--- src/hw/rtl/integer_nth_root_floor_top_assert.svh ---
// Assertion macros for the integer n-th root block.
// Used by the top level; needs clk and rst_n in the scope where it is expanded.
`ifndef INTEGER_NTH_ROOT_FLOOR_TOP_ASSERT_SVH
`define INTEGER_NTH_ROOT_FLOOR_TOP_ASSERT_SVH

// Same-cycle implication, checked outside of reset.
`define INR_ASSERT_NOW(label, ante, cons) \
  label: assert property (@(posedge clk) disable iff (!rst_n) (ante) |-> (cons)) \
    else $error("integer nth root: same-cycle check failed");

// Next-cycle implication, checked outside of reset.
`define INR_ASSERT_NEXT(label, ante, cons) \
  label: assert property (@(posedge clk) disable iff (!rst_n) (ante) |=> (cons)) \
    else $error("integer nth root: next-cycle check failed");

`endif

--- src/hw/rtl/inr_pkg.sv ---
// Shared types, constants and the microcode program of the integer n-th root block.
// No dependencies; used by inr_seq, inr_dp and integer_nth_root_floor_top.
package inr_pkg;

  localparam int ENTRY_BITS = 24;
  localparam int DIM_BITS   = 16;
  localparam int PROD_W     = 2 * ENTRY_BITS;
  localparam int BIT_IDX_W  = (ENTRY_BITS > 1) ? $clog2(ENTRY_BITS) : 1;
  localparam int UPC_W      = 4;

  typedef logic [UPC_W-1:0] upc_t;

  // Datapath operations, one per microcode step.
  typedef enum logic [3:0] {
    OP_NOP,
    OP_LOAD,
    OP_START,
    OP_MUL,
    OP_ACCUM,
    OP_TAKE,
    OP_NEXT,
    OP_OUT,
    OP_COPY
  } uop_t;

  // Jump conditions: jump to the target when true, else fall through.
  typedef enum logic [3:0] {
    C_NONE,
    C_ALWAYS,
    C_NO_START,
    C_DIM_ZERO,
    C_DIM_ONE,
    C_PROD_GT,
    C_K_MORE,
    C_BIT_MORE,
    C_OUT_BUSY
  } ucond_t;

  typedef struct packed {
    uop_t   op;
    ucond_t cond;
    upc_t   target;
  } ucode_t;

  // Status flags from the datapath that the sequencer branches on.
  typedef struct packed {
    logic dim_zero;
    logic dim_one;
    logic prod_gt;
    logic k_more;
    logic bit_more;
    logic out_busy;
  } dp_stat_t;

  // Step addresses of the program.
  localparam upc_t S_IDLE   = UPC_W'(0);
  localparam upc_t S_DIM0   = UPC_W'(1);
  localparam upc_t S_DIM1   = UPC_W'(2);
  localparam upc_t S_CAND   = UPC_W'(3);
  localparam upc_t S_MUL    = UPC_W'(4);
  localparam upc_t S_TEST   = UPC_W'(5);
  localparam upc_t S_LOOP   = UPC_W'(6);
  localparam upc_t S_TAKE   = UPC_W'(7);
  localparam upc_t S_NEXT   = UPC_W'(8);
  localparam upc_t S_FIN    = UPC_W'(9);
  localparam upc_t S_RET    = UPC_W'(10);
  localparam upc_t S_COPY   = UPC_W'(11);

  // Microcode ROM: the bitwise root search with an early-exit power test.
  function automatic ucode_t ucode_rom(input upc_t addr);
    ucode_t w;
    case (addr)
      S_IDLE: w = '{op: OP_LOAD,  cond: C_NO_START, target: S_IDLE};
      S_DIM0: w = '{op: OP_NOP,   cond: C_DIM_ZERO, target: S_FIN};
      S_DIM1: w = '{op: OP_NOP,   cond: C_DIM_ONE,  target: S_COPY};
      S_CAND: w = '{op: OP_START, cond: C_NONE,     target: S_IDLE};
      S_MUL:  w = '{op: OP_MUL,   cond: C_NONE,     target: S_IDLE};
      S_TEST: w = '{op: OP_ACCUM, cond: C_PROD_GT,  target: S_NEXT};
      S_LOOP: w = '{op: OP_NOP,   cond: C_K_MORE,   target: S_MUL};
      S_TAKE: w = '{op: OP_TAKE,  cond: C_NONE,     target: S_IDLE};
      S_NEXT: w = '{op: OP_NEXT,  cond: C_BIT_MORE, target: S_CAND};
      S_FIN:  w = '{op: OP_OUT,   cond: C_OUT_BUSY, target: S_FIN};
      S_RET:  w = '{op: OP_NOP,   cond: C_ALWAYS,   target: S_IDLE};
      S_COPY: w = '{op: OP_COPY,  cond: C_ALWAYS,   target: S_FIN};
      default: w = '{op: OP_NOP,  cond: C_ALWAYS,   target: S_IDLE};
    endcase
    return w;
  endfunction

endpackage

--- src/hw/rtl/inr_seq.sv ---
// Microcode sequencer: step counter, program ROM lookup and conditional jumps.
// Depends on inr_pkg.
module inr_seq (
  input  logic              clk,
  input  logic              rst_n,
  input  logic              in_valid,
  input  inr_pkg::dp_stat_t stat,
  output inr_pkg::uop_t     op,
  output logic              idle
);
  import inr_pkg::*;

  upc_t   upc_r;
  upc_t   upc_nxt;
  ucode_t uw;
  logic   hit;

  // Fetch the control word and resolve the branch condition.
  always_comb begin
    uw = ucode_rom(upc_r);
    case (uw.cond)
      C_NONE:     hit = 1'b0;
      C_ALWAYS:   hit = 1'b1;
      C_NO_START: hit = !in_valid;
      C_DIM_ZERO: hit = stat.dim_zero;
      C_DIM_ONE:  hit = stat.dim_one;
      C_PROD_GT:  hit = stat.prod_gt;
      C_K_MORE:   hit = stat.k_more;
      C_BIT_MORE: hit = stat.bit_more;
      C_OUT_BUSY: hit = stat.out_busy;
      default:    hit = 1'b1;
    endcase
    upc_nxt = hit ? uw.target : upc_r + UPC_W'(1);
  end

  // Step counter.
  always_ff @(posedge clk) begin
    if (!rst_n) begin
      upc_r <= S_IDLE;
    end else begin
      upc_r <= upc_nxt;
    end
  end

  assign op   = uw.op;
  assign idle = (upc_r == S_IDLE);

endmodule

--- src/hw/rtl/inr_dp.sv ---
// Datapath of the root search: operand registers, one multiplier, compare and
// the output register. Depends on inr_pkg; driven by inr_seq.
module inr_dp (
  input  logic                                clk,
  input  logic                                rst_n,
  input  inr_pkg::uop_t                       op,
  input  logic                                in_valid,
  input  logic [inr_pkg::ENTRY_BITS-1:0]      in_entries,
  input  logic [inr_pkg::DIM_BITS-1:0]        in_dim,
  input  logic                                out_ready,
  output logic                                out_valid,
  output logic [inr_pkg::ENTRY_BITS-1:0]      out_root_value,
  output logic                                out_bad_dim,
  output inr_pkg::dp_stat_t                   stat
);
  import inr_pkg::*;

  logic [ENTRY_BITS-1:0] entries_r;
  logic [DIM_BITS-1:0]   dim_r;
  logic [ENTRY_BITS-1:0] root_r;
  logic [BIT_IDX_W-1:0]  bit_r;
  logic [ENTRY_BITS-1:0] acc_r;
  logic [DIM_BITS-1:0]   k_r;
  logic [PROD_W-1:0]     prod_r;
  logic                  bad_r;
  logic [ENTRY_BITS-1:0] out_root_r;
  logic                  out_bad_r;
  logic                  out_valid_r;

  logic [ENTRY_BITS-1:0] cand;
  logic                  cand_one;
  logic                  out_busy;
  logic                  out_load;

  // Candidate is the root so far with the current bit set.
  always_comb begin
    cand     = root_r | ({{(ENTRY_BITS-1){1'b0}}, 1'b1} << bit_r);
    cand_one = (cand == {{(ENTRY_BITS-1){1'b0}}, 1'b1});
    out_busy = out_valid_r && !out_ready;
    out_load = (op == OP_OUT) && !out_busy;
  end

  // Status for branching. A candidate of one never grows the power, so one
  // passing multiply is enough.
  always_comb begin
    stat.dim_zero = (dim_r == '0);
    stat.dim_one  = (dim_r == DIM_BITS'(1));
    stat.prod_gt  = (prod_r > {{ENTRY_BITS{1'b0}}, entries_r});
    stat.k_more   = (k_r != dim_r) && !cand_one;
    stat.bit_more = (bit_r != '0);
    stat.out_busy = out_busy;
  end

  // Operand and search registers.
  always_ff @(posedge clk) begin
    case (op)
      OP_LOAD: begin
        if (in_valid) begin
          entries_r <= in_entries;
          dim_r     <= in_dim;
          root_r    <= '0;
          bit_r     <= BIT_IDX_W'(ENTRY_BITS - 1);
          bad_r     <= (in_dim == '0);
        end
      end
      OP_START: begin
        acc_r <= {{(ENTRY_BITS-1){1'b0}}, 1'b1};
        k_r   <= '0;
      end
      OP_MUL: begin
        prod_r <= acc_r * cand;
      end
      OP_ACCUM: begin
        acc_r <= prod_r[ENTRY_BITS-1:0];
        k_r   <= k_r + DIM_BITS'(1);
      end
      OP_TAKE: begin
        root_r <= cand;
      end
      OP_NEXT: begin
        bit_r <= bit_r - BIT_IDX_W'(1);
      end
      OP_COPY: begin
        root_r <= entries_r;
      end
      default: begin
      end
    endcase
  end

  // Output register payload.
  always_ff @(posedge clk) begin
    if (out_load) begin
      out_root_r <= root_r;
      out_bad_r  <= bad_r;
    end
  end

  // Output register valid flag.
  always_ff @(posedge clk) begin
    if (!rst_n) begin
      out_valid_r <= 1'b0;
    end else if (out_load) begin
      out_valid_r <= 1'b1;
    end else if (out_ready) begin
      out_valid_r <= 1'b0;
    end
  end

  assign out_valid      = out_valid_r;
  assign out_root_value = out_root_r;
  assign out_bad_dim    = out_bad_r;

endmodule

--- src/hw/rtl/integer_nth_root_floor_top.sv ---
// Integer n-th root (floor): microcoded sequencer plus datapath.
// Depends on inr_pkg, inr_seq, inr_dp and integer_nth_root_floor_top_assert.svh.
//
// Usage: present in_entries and in_dim with in_valid; the transaction is taken
// when in_ready is high. The result, out_root_value (largest v with v to the
// power dim not above entries) and out_bad_dim (set for a zero dimension,
// with a zero root), appears with out_valid and is held until out_ready.
// One item is worked on at a time. in_ready is high only while the sequencer
// sits in its idle step outside reset; a finished result waits in the output
// register, so the next transaction can be taken while the receiver stalls.
// A zero dimension goes from the check steps straight to the output step; a
// unit dimension first copies entries as the root. Otherwise each of the 24
// root bits runs a candidate step, then a multiply, test and loop step per
// passing multiply of the power test, then a take and a next-bit step; a
// rejected candidate goes from its test step to the next-bit step. A candidate
// of at least 2 to the power k passes at most 23 / k multiplies (15 at bit 0),
// all on the one shared multiplier stepped by the microcode. in_ready returns in
// the cycle after out_valid rises; a stalled receiver stretches the final step.
// Reset: the step counter returns to idle and the output register empties.
module integer_nth_root_floor_top (
  input  logic                           clk,
  input  logic                           rst_n,
  input  logic                           in_valid,
  output logic                           in_ready,
  input  logic [inr_pkg::ENTRY_BITS-1:0] in_entries,
  input  logic [inr_pkg::DIM_BITS-1:0]   in_dim,
  output logic                           out_valid,
  input  logic                           out_ready,
  output logic [inr_pkg::ENTRY_BITS-1:0] out_root_value,
  output logic                           out_bad_dim
);
  import inr_pkg::*;

  uop_t     op;
  dp_stat_t stat;
  logic     idle;

  // Program sequencer.
  inr_seq u_seq (
    .clk      (clk),
    .rst_n    (rst_n),
    .in_valid (in_valid),
    .stat     (stat),
    .op       (op),
    .idle     (idle)
  );

  // Datapath.
  inr_dp u_dp (
    .clk            (clk),
    .rst_n          (rst_n),
    .op             (op),
    .in_valid       (in_valid),
    .in_entries     (in_entries),
    .in_dim         (in_dim),
    .out_ready      (out_ready),
    .out_valid      (out_valid),
    .out_root_value (out_root_value),
    .out_bad_dim    (out_bad_dim),
    .stat           (stat)
  );

  assign in_ready = idle && rst_n;

`include "integer_nth_root_floor_top_assert.svh"

  // The block is no longer ready in the cycle after it takes a transaction.
  `INR_ASSERT_NEXT(a_busy_after_accept, in_valid && in_ready, !in_ready)
  // A zero-dimension result always carries a zero root.
  `INR_ASSERT_NOW(a_bad_root_zero, out_valid && out_bad_dim, out_root_value == '0)
  // A new result only appears while the sequencer is still returning to idle.
  `INR_ASSERT_NOW(a_result_not_idle, $rose(out_valid), !in_ready)

endmodule

--- config.mk ---
export PLATFORM = sky130hd
export DESIGN_NAME = integer_nth_root_floor_top
export DESIGN_NICKNAME = d
export VERILOG_FILES = /design/src/hw/rtl/inr_pkg.sv /design/src/hw/rtl/inr_seq.sv /design/src/hw/rtl/inr_dp.sv /design/src/hw/rtl/integer_nth_root_floor_top.sv
export VERILOG_INCLUDE_DIRS = /design/src /design/src/hw/rtl
export SDC_FILE = /design/constraint.sdc
export NUM_CORES = 2
export LEC_CHECK = 0
export BUFFER_PORTS_ARGS = -buffer_cell sky130_fd_sc_hd__buf_2
export CAP_MARGIN = 20
export CORE_MARGIN = 2
export CORE_UTILIZATION = 67
export CTS_BUF_LIST = sky130_fd_sc_hd__clkbuf_8
export DETAILED_ROUTE_END_ITERATION = 7
export GPL_TIMING_DRIVEN = 1
export PLACE_DENSITY = 0.95
export SLEW_MARGIN = 20
export SYNTH_ARGS = -nofsm -noshare
export SYNTH_HDL_FRONTEND = slang
export SYNTH_SLANG_ARGS = --single-unit
--- constraint.sdc ---
create_clock -name clk -period 10 [get_ports clk]
set_input_delay 1.5 -clock clk [delete_from_list [all_inputs] [get_ports clk]]
set_output_delay 1.5 -clock clk [all_outputs]
set_load 0.03 [all_outputs]
Word level (Yosys, flattened, before mapping):

Memory sizes are Yosys's and may differ from the RTL's. A register that Yosys moved wholly into a read port is not among the register bits.
Cells that the tools add are included.

* add/sub/neg operators: 3
* multiply operators: 1
* divide/modulo/power cells: 0
* order comparisons: 1
* eq/ne operators: 19
* shifts and indexed selects: 1
* muxes and demuxes: 11
* bitwise operators: 1
* reductions and logical operators: 20

Operators by type and width (number)
* $pmux 24 s3: 1
* $gt 48x24->1: 1
* $mul 24x24->48: 1
* $pmux 24 s2: 1
* $eq 4x3->1 const B: 8
* $logic_not 16->1: 2
* $pmux 16 s2: 1
* $eq 24x1->1 const B: 1
* $mux 24: 1
* $or 24x24->24: 1
* $shl 1x5->24 const A: 1
* $add 16x1->16 const B: 1
* $eq 16x1->1 const B: 1
* $eq 4x2->1 const B: 4
* $ne 16x16->1: 1
* $pmux 5 s2: 1
* $eq 4x4->1 const B: 2
* $logic_not 4->1: 2
* $mux 4: 2
* $pmux 1 s8: 1
* $reduce_and 2->1: 3
* $reduce_bool 2->1: 3
* $mux 5: 1
* $reduce_bool 5->1: 1
* 8 further kinds: 15

* register bits after elaboration: 188
* latch bits: 0
* bits in writable memories: 0
* bits in read-only memories: 192
* input port bits: 44
* output and inout bits: 27
* word-level logic and storage cells: 70
* memories kept: 1

Memory list
* (name not given): words 16, width 12, rd ports 1, clocked after memory_dff 1, write ports 0, line inr_pkg.sv:72 `case (addr)`

Logic depth before layout (Yosys ltp):

* depth in word-level cells: 8
* mapped depth: 30

By module:

Synthesis repeated with hierarchy kept, for this count alone.

* cells, all modules: 2805
* area, all modules: 27716.6 um^2

Modules (own cells, without submodules)
* inr_dp: times used 1, cells an instance 2697, area each 26769.4 um^2, sequential area each 5515.3 um^2
* inr_seq: times used 1, cells an instance 107, area each 940.9 um^2, sequential area each 320.3 um^2
* integer_nth_root_floor_top: times used 1, cells an instance 1, area each 6.3 um^2, sequential area each 0.0 um^2

Worst setup path after synthesis:

Ideal clock, no wire load.

* kind: flip-flop to flip-flop
* start: register u_dp.bit_r[0]
* end: register u_dp.prod_r[42] (data pin)
* library setup time: 259 ps
* data arrival time: 7581 ps
* setup slack: 2160 ps
* cell stages (with the launch flop): 31
* clock period less this slack: 7840 ps
* path through: edfxtp_1 inv_1 ha_1 nor2b_1 a21o_1 clkbuf_1 nand2_1 fa_1 inv_1 fa_1 inv_1 fa_1 inv_1 fa_1 inv_1 fa_1 inv_1 fa_1 inv_1 fa_1 inv_1 ha_1 and2_1 a211oi_1 a21bo_2 a21o_1 o311ai_0 a31oi_1 a21o_1 a31oi_1 xnor2_1

* longest elaborated chain between the ends: 3

RTL lines
* start, declared: line inr_dp.sv:21 `logic [BIT_IDX_W-1:0] bit_r;`
* start signal, assigned: line inr_dp.sv:62 `bit_r <= BIT_IDX_W'(ENTRY_BITS - 1);`
* start signal, assigned: line inr_dp.sv:81 `bit_r <= bit_r - BIT_IDX_W'(1);`
* $shl 1x5->24: line inr_dp.sv:37 `cand = root_r | ({{(ENTRY_BITS-1){1'b0}}, 1'b1} << bit_r);`
* $or 24x24->24: line inr_dp.sv:37
* $mul 24x24->48: line inr_dp.sv:71 `prod_r <= acc_r * cand;`
* end signal, assigned: line inr_dp.sv:71
* end, declared: line inr_dp.sv:24 `logic [PROD_W-1:0] prod_r;`

Every way passes these cells.
A chain may end at the register's enable or synchronous reset.

Worst setup path after layout:

Ends and elaborated chain as after synthesis.

==> load_flow_metrics.sql <==
INSERT INTO impl_metrics (metric_group, metric, value, unit) VALUES
('yosys', 'post-synth-top-area-fraction', '0.347', ''),
('clock_network', 'clk_latency', '0.48', 'ns'),
('clock_network', 'cts_num_sinks', '200', ''),
('yosys', 'ys_async_sr_fraction', '0', ''),
('routing', 'initialDrtViolationCount', '1750', ''),
('yosys', 'top_reg_cell_synth', 'sky130_fd_sc_hd__edfxtp_1', ''),
('global_route', 'antenna_found_initial', '0', ''),
('worst_setup_path', 'critPathMaxStageDelay', '0.74', 'ns'),
('worst_setup_path', 'critical-path-slowest-cell', 'sky130_fd_sc_hd__a21o_1', ''),
('placed_design', 'gp_congestion', '0.981', ''),
('yosys', 'synth-edff-count', '183', ''),
('outcome', 'status', 'completed', ''),
('routing', 'route.detailed.vias_per_inst', '6.12', ''),
('finish', 'design.final.nets', '3534', ''),
('floorplanning', 'core', '40900', 'um^2'),
('worst_hold_path', 'class_of_the_tightest_hold_or_removal_check', 'reg -> reg', ''),
('worst_setup_path', 'setup.worst_path.start_class', 'flip-flop', ''),
('routing', 'routedWlPerCell', '21.1', 'um'),
('floorplanning', 'placementRows', '74', ''),
('timing', 'setup-tns-final', '0', 'ns'),
('timing', 'skew', '0.0233', 'ns'),
('yosys', 'synth_compound_gate_area_share', '0.0606', ''),
('yosys', 'syn_area_per_cell', '9.89', 'um^2'),
('yosys', 'muxShareOfSynthArea', '0.00463', ''),
('yosys', 'yosysSeqAreaShare', '0.210', ''),
('global_route', 'grt_start_max_net_pins', '49', ''),
('yosys', 'post_synth_fa_ha_maj_area_fraction', '0.441', ''),
('timing', 'rsz0062_at_grt', 'false', ''),
('worst_setup_path', 'endpoint_kind', 'flip-flop', ''),
('timing', 'final_hold_viol_count', '0', ''),
('routing', 'drt_pass1_iterations', '8', ''),
('clock_network', 'postCtsSetupBuffers', '0', ''),
('timing', 'hold_ws', '0.441', 'ns'),
('worst_hold_path', 'timing.hold.worst_path_depth', '0', ''),
('worst_setup_path', 'worst-endpoint-arrival', '9.30', 'ns'),
('clock_network', 'cts_root_buffer', 'sky130_fd_sc_hd__clkbuf_8', ''),
('yosys', 'synthTopCellsByArea', 'sky130_fd_sc_hd__fa_1 (35%), sky130_fd_sc_hd__edfxtp_1 (20%), sky130_fd_sc_hd__ha_1 (9.4%)', ''),
('timing', 'clock.fmax', '110', 'MHz'),
('clock_network', 'ctsLongestPathBuffers', '2', ''),
('floorplanning', 'fp.dieW', '208', 'um'),
('routing', 'routed-via-count', '20500', ''),
('finish', 'layout_common_cells', 'sky130_fd_sc_hd__inv_1 (592), sky130_fd_sc_hd__fa_1 (482), sky130_fd_sc_hd__nand2_1 (332), sky130_fd_sc_hd__and2_1 (240), sky130_fd_sc_hd__ha_1 (210)', ''),
('clock_network', 'cts_tree', 'done', ''),
('worst_setup_path', 'worst_ep_required_time', '10.23', 'ns'),
('finish', 'antenna_cells', '0', ''),
('finish', 'layout_commonest_cell', 'sky130_fd_sc_hd__inv_1', ''),
('clock_network', 'cts_buffers', '17', ''),
('yosys', 'share_of_the_synthesized_netlist_area_taken_by_xor_and_xnor_gates', '0.0249', ''),
('clock_network', 'worst_setup_hold_path_clk_slew', '0.11', 'ns'),
('yosys', 'post_synth_and_or_nand_nor_area_fraction', '0.161', ''),
('clock_network', 'htree_levels', '4', ''),
('routing', 'postRouteAntennaNets', '0', ''),
('yosys', 'main_combinational_cell_family_by_area_after_synthesis', 'adder cells', ''),
('worst_setup_path', 'timing.critical_path.fanout_max', '26', ''),
('yosys', 'post_synthesis_register_bit_count', '200', ''),
('worst_setup_path', 'regToRegSetupSlack', '0.93', 'ns'),
('yosys', 'number_of_instances_in_the_synthesized_netlist', '2814', ''),
('yosys', 'ys.warnings.count', '0', ''),
('global_route', 'global_route_wire_length_before_repair', '117000', 'um'),
('timing', 'slew_violations', '0', ''),
('routing', 'routed_wirelength', '70400', 'um'),
('global_route', 'grt_remaining_overflow', '0', ''),
('global_route', 'track_usage', '0.342', ''),
('timing', 'setup_viol', '0', ''),
('finish', 'area_delta_synth_final', '4.14', '%'),
('floorplanning', 'initial_utilization', '0.680', ''),
('floorplanning', 'floorplan.die_area', '43200', 'um^2'),
('floorplanning', 'fp.dieH', '208', 'um'),
('yosys', 'mappedNetlistArea', '27800', 'um^2'),
('worst_setup_path', 'ff2ff_path_depth', '28', ''),
('timing', 'min_period_over_period', '0.907', '');
[state kept, by name, indices dropped and copies added, names as in the netlist]
name / flops
u_dp.acc_r: 24
u_dp.bad_r: 1
u_dp.bit_r: 5
u_dp.dim_r: 16
u_dp.entries_r: 24
u_dp.k_r: 16
u_dp.out_bad_dim: 1
u_dp.out_root_value: 24
u_dp.out_valid: 1
u_dp.prod_r: 48
u_dp.root_r: 24
u_seq.upc_r: 4
u_seq.uw: 12
[stage by stage]
stage / utilization / std cells / worst slack [ns] / instance area, um^2
final: 0.708 / 3343 / 0.927 / 29000
after global routing: 0.708 / 3343 / 0.444 / 29000
after CTS: 0.708 / 3343 / 1.02 / 29000
after detailed placement: 0.698 / 3311 / 1.10 / 28600
after global placement: 0.698 / 3311 / 1.46 / 28600
after floorplan: - / 2814 / 2.16 / 27800
[logic make-up (layout without fill, tap and decap cells)]
family                     Yosys count  in the layout
AOI/OAI and AO/OA                  244            244
xor gates and xnor gates            79             79
adders and majority gates          692            692
buffers and inverters              720            717
DFF                                200            200
muxes                               11             11
and+or+nand+nor                    868            868
[area by class of cell]
type	count	area [um^2]
flip-flops and latches	200	5840
multi-input cells	1894	19300
repair buffers	93	523
well taps	532	666
fillers	2707	11900
clock inverters	15	181
clock buffers	17	234
inverters	592	2220
[routing by layer]
metal / global-route usage / routed length, um / vias to the layer above
met5: 0 / 0 / -
met4: 0.188 / 3980 / 0
met1: 0.422 / 24900 / 10200
met3: 0.0601 / 6720 / 346
li1: - / - / 8673
met2: 0.573 / 34800 / 1282
[synthesized netlist by cell type, drive strengths merged, types with 20 or more instances]
| cell | number |
|---|---|
| nor2 | 59 |
| and2 | 241 |
| ha | 210 |
| clkbuf | 124 |
| fa | 482 |
| inv | 592 |
| a21oi | 63 |
| nand2 | 333 |
| nor2b | 90 |
| edfxtp | 183 |
| o21ai | 36 |
| xnor2 | 43 |
| xor2 | 36 |
| nor4 | 20 |
| and3 | 42 |
| a21o | 55 |
[worst max-delay path, delay by kind of cell, from the launching register on]
| kind | cells | cell delay [ns] |
|---|---|---|
| DFF | 1 | 0.49 |
| adders and majority gates | 9 | 4.06 |
| and+or+nand+nor | 3 | 0.93 |
| xor gates and xnor gates | 1 | 0.09 |
| buffers and inverters | 7 | 0.54 |
| AOI/OAI and AO/OA | 8 | 2.70 |
[worst paths after layout]
check	startpoint	end
min	u_dp.bad_r$_DFFE_PP_	u_dp.out_bad_dim$_DFFE_PP_
max	u_dp.bit_r[0]$_SDFFCE_PN1P_	u_dp.prod_r[42]$_DFFE_PN_
max reg2reg	u_dp.bit_r[0]$_SDFFCE_PN1P_	u_dp.prod_r[42]$_DFFE_PN_
min reg2reg	u_dp.bad_r$_DFFE_PP_	u_dp.out_bad_dim$_DFFE_PP_
Power is left out: the tool's default activity adds up to more than one toggle a clock period on the data nets, which glitch-free logic cannot reach.
